`config.mk`:
```
export PLATFORM = sky130hd
export DESIGN_NAME = fft_queue
export DESIGN_NICKNAME = d
export VERILOG_FILES = /design/src/rtl/core/fft_pkg.sv /design/src/rtl/core/fft_queue.sv
export SDC_FILE = /design/constraint.sdc
export NUM_CORES = 1
export LEC_CHECK = 0
export BUFFER_PORTS_ARGS = -buffer_cell sky130_fd_sc_hd__buf_2
export CAP_MARGIN = 20
export CORE_ASPECT_RATIO = 1.25
export CORE_MARGIN = 1.5
export CORE_UTILIZATION = 37
export CTS_BUF_LIST = sky130_fd_sc_hd__clkbuf_8
export DETAILED_ROUTE_END_ITERATION = 6
export SLEW_MARGIN = 40
export SYNTH_ARGS = -nofsm -noshare
export SYNTH_HDL_FRONTEND = slang
export SYNTH_SLANG_ARGS = --single-unit
```
`constraint.sdc`:
```
create_clock -name clk -period 11.64 [get_ports clk]
set_clock_uncertainty 0.1 [all_clocks]
set_input_delay 0 -clock clk [delete_from_list [all_inputs] [get_ports clk]]
set_output_delay 0 -clock clk [all_outputs]
set_load 0.03 [all_outputs]
```
`src/rtl/core/fft_pkg.sv`:
```
// shared types and constants for the first-fit resource table
package fft_pkg;
    localparam int TABLE_ENTRIES = 256;
    localparam int IDX_W = $clog2(TABLE_ENTRIES);
    localparam int CNT_W = $clog2(TABLE_ENTRIES + 1);
    localparam int QUEUE_DEPTH = 2;

    localparam logic [2:0] CMD_INIT       = 3'd0;
    localparam logic [2:0] CMD_DESTROY    = 3'd1;
    localparam logic [2:0] CMD_REGISTER   = 3'd2;
    localparam logic [2:0] CMD_UNREGISTER = 3'd3;
    localparam logic [2:0] CMD_DISCOVER   = 3'd4;
    localparam logic [2:0] CMD_ALLOCATE   = 3'd5;
    localparam logic [2:0] CMD_RELEASE    = 3'd6;
    localparam logic [2:0] CMD_INFO       = 3'd7;

    typedef struct packed {
        logic [2:0]  command;
        logic [31:0] res_id;
        logic [7:0]  res_type;
        logic [31:0] capacity;
        logic [31:0] amount;
    } cmd_t;

    typedef struct packed {
        logic        ok;
        logic [31:0] out_id;
        logic [7:0]  out_type;
        logic        out_busy;
        logic [31:0] out_capacity;
        logic [31:0] out_used;
        logic [8:0]  match_count;
        logic [31:0] granted_size;
    } rsp_t;
endpackage

```
`src/rtl/core/fft_queue.sv`:
```
// short command queue between front and back
module fft_queue
    import fft_pkg::*;
(
    input  logic clk,
    input  logic rst_n,
    input  logic push,
    input  cmd_t push_data,
    output logic full,
    input  logic pop,
    output logic empty,
    output cmd_t pop_data
);
    localparam int PW = $clog2(QUEUE_DEPTH);
    cmd_t mem_reg [QUEUE_DEPTH];
    logic [PW-1:0] wr_reg, rd_reg;
    logic [PW:0] cnt_reg;

    assign full = cnt_reg == (PW+1)'(QUEUE_DEPTH);
    assign empty = cnt_reg == '0;
    assign pop_data = mem_reg[rd_reg];

    always_ff @(posedge clk)
    begin
        if (push && !full)
        begin
            mem_reg[wr_reg] <= push_data;
        end
    end

    always_ff @(posedge clk or negedge rst_n)
    begin
        if (!rst_n)
        begin
            wr_reg <= '0;
            rd_reg <= '0;
            cnt_reg <= '0;
        end
        else
        begin
            if (push && !full)
            begin
                wr_reg <= (wr_reg == PW'(QUEUE_DEPTH-1)) ? '0 : wr_reg + 1'b1;
            end
            if (pop && !empty)
            begin
                rd_reg <= (rd_reg == PW'(QUEUE_DEPTH-1)) ? '0 : rd_reg + 1'b1;
            end
            cnt_reg <= cnt_reg + (PW+1)'(push && !full) - (PW+1)'(pop && !empty);
        end
    end
endmodule

```
; After elaboration in Yosys (flattened, before gate mapping)
; Memories as Yosys holds them, arrays and structs flattened.
; Cells that the tools add are included.
[classes]
muxes = 4
add_sub_neg = 4
reduce_logical = 5
eq_ne = 1
[op_table]
columns = cell, n
row1 = two-way mux 1 bit, 4
row2 = adder 1 bit (second input constant), 2
row3 = adder 2 x 1 -> 2 bit, 1
row4 = equality test 2 bit (second input constant), 1
row5 = logical AND 1 bit, 2
row6 = logical NOT 1 bit, 2
row7 = logical NOT 2 bit, 1
row8 = subtractor 2 x 1 -> 2 bit, 1
[totals]
reg_bits = 4
memories = 1
out_inout_bits = 109
mem_bits_rw = 214
word_cells = 18
inputBits = 111
[memory_table]
columns = name, words, width, read_ports, rd_ports_with_merged_regs, write_ports, line_no
row1 = mem_reg, 2, 107, 1, 0, 1, fft_queue.sv:15  ; cmd_t mem_reg [QUEUE_DEPTH];

; Longest topological paths before layout
[logic_depth]
ltp_word = 5
depth_mapped = 7
ltp_nobuf = 7

; Worst setup path before layout
; Ideal clock, no wire load.
[synth_path]
path_kind = register to register
start = register cnt_reg[1]
end = memory mem_reg[0][0] in the netlist's numbering (enable)
synth_period_minus_slack_ns = 5.720
setup_slack_ns = 5.920
stages_incl_launch_ff = 4
required_time_ns = 10.966
n_path_buf = 0
arrival_time_ns = 5.046
cell_sequence = dfrtp_1 -> nand2b_1 -> nand2_1 -> nor2_1
[synth_between]
elab_chain_cells = 5
[synth_lines]
columns = item, line_no
row1 = from (decl), fft_queue.sv:17  ; logic [PW:0] cnt_reg;
row2 = from (signal assigned), fft_queue.sv:49  ; cnt_reg <= cnt_reg + (PW+1)'(push && !full) - (PW+1)'(pop && !empty);
row3 = equality test 2 bit, fft_queue.sv:19  ; assign full = cnt_reg == (PW+1)'(QUEUE_DEPTH);
row4 = logical NOT 1 bit, fft_queue.sv:25  ; if (push && !full)
row5 = logical AND 1 bit, fft_queue.sv:25
row6 = two-way mux 1 bit, fft_queue.sv:25
row7 = two-way mux 1 bit (implied by the code), fft_queue.sv:27  ; mem_reg[wr_reg] <= push_data;
row8 = to (decl), fft_queue.sv:15
; No other way between the ends.

==> run metrics <==
Area Overhead vs Synth 39.5%; f_max 363 MHz; area of the core 21000 sq um; combinational cell fraction of total power 36.6%; DR pass1 iterations 3; drt wl/cell 16.0 microns; worst hold slack 0.127 ns; clock latency on the worst-skew pair 0.49 ns; synth cell count leaders edfxtp_1 (214), mux2_2 (87), mux2_4 (20), buf_2 (8); synth top area cells edfxtp_1 (80%), mux2_2 (12%), mux2_4 (3.8%); post-CTS resize count 0; number of synthesized flops with an enable pin 214; Mapped Nets 464; CP max-delay cell dfrtp_4; clock power share 21.6%; Cell Chain, Critical Path buf_6 > mux2_2 > buf_2; first-pass GRT wire length 24.9 mm; CTS max path bufs 3; pre-CTS WS 9.26 ns; postcts setup bufs 0; Starting DRT DRC Count 152; ANT nets after route 0; Sw Ratio 36.1%; Slew Limit Fails 0; Die Ht 167 microns; Finished Core Util 53.2%; Worst slew margin 49.8%; critical path required time 11.54 ns; leading area contributor after synthesis edfxtp_1; CP Capture Type output pin; initial antenna violation count 0; Via Count 4485; Vias/cell 4.45; Post-synth top flop edfxtp_1; number of synthesized register bits 218; Die ar. 22500 sq um; min Tclk post-route 2.76 ns; CP endpoint pop_data[45]; Tcrit/Tclk final 23.7%; worst r2r src cnt_reg[0]; Avg Cell Area, Syn 22.8 sq um; Critical Setup Path Class reg2out; routability cong. 0.687; Root Buffer clkbuf_8; net switching power 992 uW; Syn Std Cell Area 7990 sq um; GR Util All Layers 14.3%; critical path fanouts, max 63; Worst-path clk slew 0.06 ns; PD cells 247 nW/um^2; Leakage 0.00431 uW; Cell Rows 59; vias in the first global route 4993; Total Routed Length 16.1 mm; Worst VDD drop 0.000142 V; ys async rst share 1.83%; Nets 823; final worst slack 8.88 ns; CTS H-tree lvls 2; Ports 220; part of the power in registers 41.8%; FILL cells 1735; Reg2Reg Depth 4; P_int 1760 uW; DRC violations left 0; reg2reg end mem_reg[0][95]; share of cells above drive strength 1 51.3%; CTS sink count 218; setup tns final 0 ns; Antenna Cells 0; Largest register FFs 214; R2R Setup Slk 9.31 ns; Seq/Total Area, Yosys 81.7%; Distinct cells, synth 15; CP max stage delay 0.91 ns; RSZ-0062 raised after global routing false; max-capacitance violation count 0; Worst EP arrival 2.66 ns; grt total ovfl 0; die width 134 microns; CTS Buf Count 35; starting density of the core 38.1%; Crit. Startpoint rd_reg; Design Power 2750 uW; largest net degree at the start of global routing 74; final hold violations 0; CP Launch Type flop; dominant cell by count in the synthesized netlist edfxtp_1; outcome finished clean; Synth warnings 0; Post-DP HPWL 9.74 mm; top-area cell type share of the netlist area 80.4%; port bufs 219; slew at the pin closest to its max-slew limit 0.753 ns; final setup fails 0; TritonCTS clock tree done; Hold Crit Class in2reg; Cells after Synth 351
==> layer usage <==
metal  global-route usage (%)  wire [microns]
met2                     26.1            8600
met5                        0               0
met3                     4.42            1020
met4                     5.94             453
met1                     15.2            6040
==> power by group through the flow <==
stage	clock network (uW)	logic, uW	registers [uW]
final	594	1010	1150
after global routing	646	1070	1170
after CTS	615	1020	1150
after detailed placement	0	990	1170
after global placement	0	979	1160
after floorplan	0	765	1140
==> how the worst min path moves through the flow <==
stage,start,end,slack [ns],cells after the start
finish,push_data[51],mem_reg[1][51],0.13,2
global placement,rst_n,cnt_reg[0],-0.29,1
global route,push_data[21],mem_reg[1][21],0.1,2
CTS,push_data[51],mem_reg[1][51],0.09,2
detailed placement,rst_n,cnt_reg[0],-0.29,1
floorplan,rst_n,cnt_reg[0],-0.40,0
==> layout by cell type, fill, tap and decap left out <==
cell type,instances
clkbuf_8,37
and3_4,1
mux2_4,20
clkinv_2,5
dfrtp_1,3
xnor2_1,3
buf_2,219
dlygate4sd3_1,111
bufinv_16,1
nand2b_1,1
buf_6,3
buf_8,1
xor2_1,1
ha_1,2
nor2b_1,1
inv_1,11
clkinv_1,8
nor2_4,1
nand2_1,1
mux2_2,87
edfxtp_1,214
nor2_1,1
dfrtp_4,1
==> cell families after synthesis <==
logic type                 count (synthesis)  synth area share (%)
buffers and inverters                     14                  1.16
and+or+nand+nor                            6                 0.376
muxes                                    107                  16.0
adders and majority gates                  2                 0.313
DFF                                      218                  81.7
xor gates and xnor gates                   4                 0.439
==> stage by stage <==
step	instances	instance area (sq um)
after floorplan	351	7990
after global placement	835	9380
after detailed placement	836	9410
after CTS	1007	11100
after global routing	1007	11100
final	1007	11100
==> cell type report <==
| cell class | instances | area (sq um) | area share [%] |
|---|---|---|---|
| flip-flops and latches | 218 | 6530 | 58.6 |
| multi-input cells | 119 | 1380 | 12.4 |
| clock buffers | 37 | 509 | 4.57 |
| well taps | 274 | 343 | 3.08 |
| repair buffers | 334 | 2260 | 20.2 |
| clock inverters | 23 | 119 | 1.07 |
| inverters | 2 | 7.51 | 0.0673 |
==> worst max-delay path: cells and delay by family, from the launching register on <==
kind | cells | cell delay (ns)
buffers and inverters | 2 | 0.78
DFF | 1 | 0.91
muxes | 1 | 0.43
==> repair_timing <==
action	in CTS	in global routing
endpoints found under the hold margin	220	0
hold buffers	111	0
endpoints found under the setup margin	0	0
Note: power is estimated with default switching activity, not from simulation.
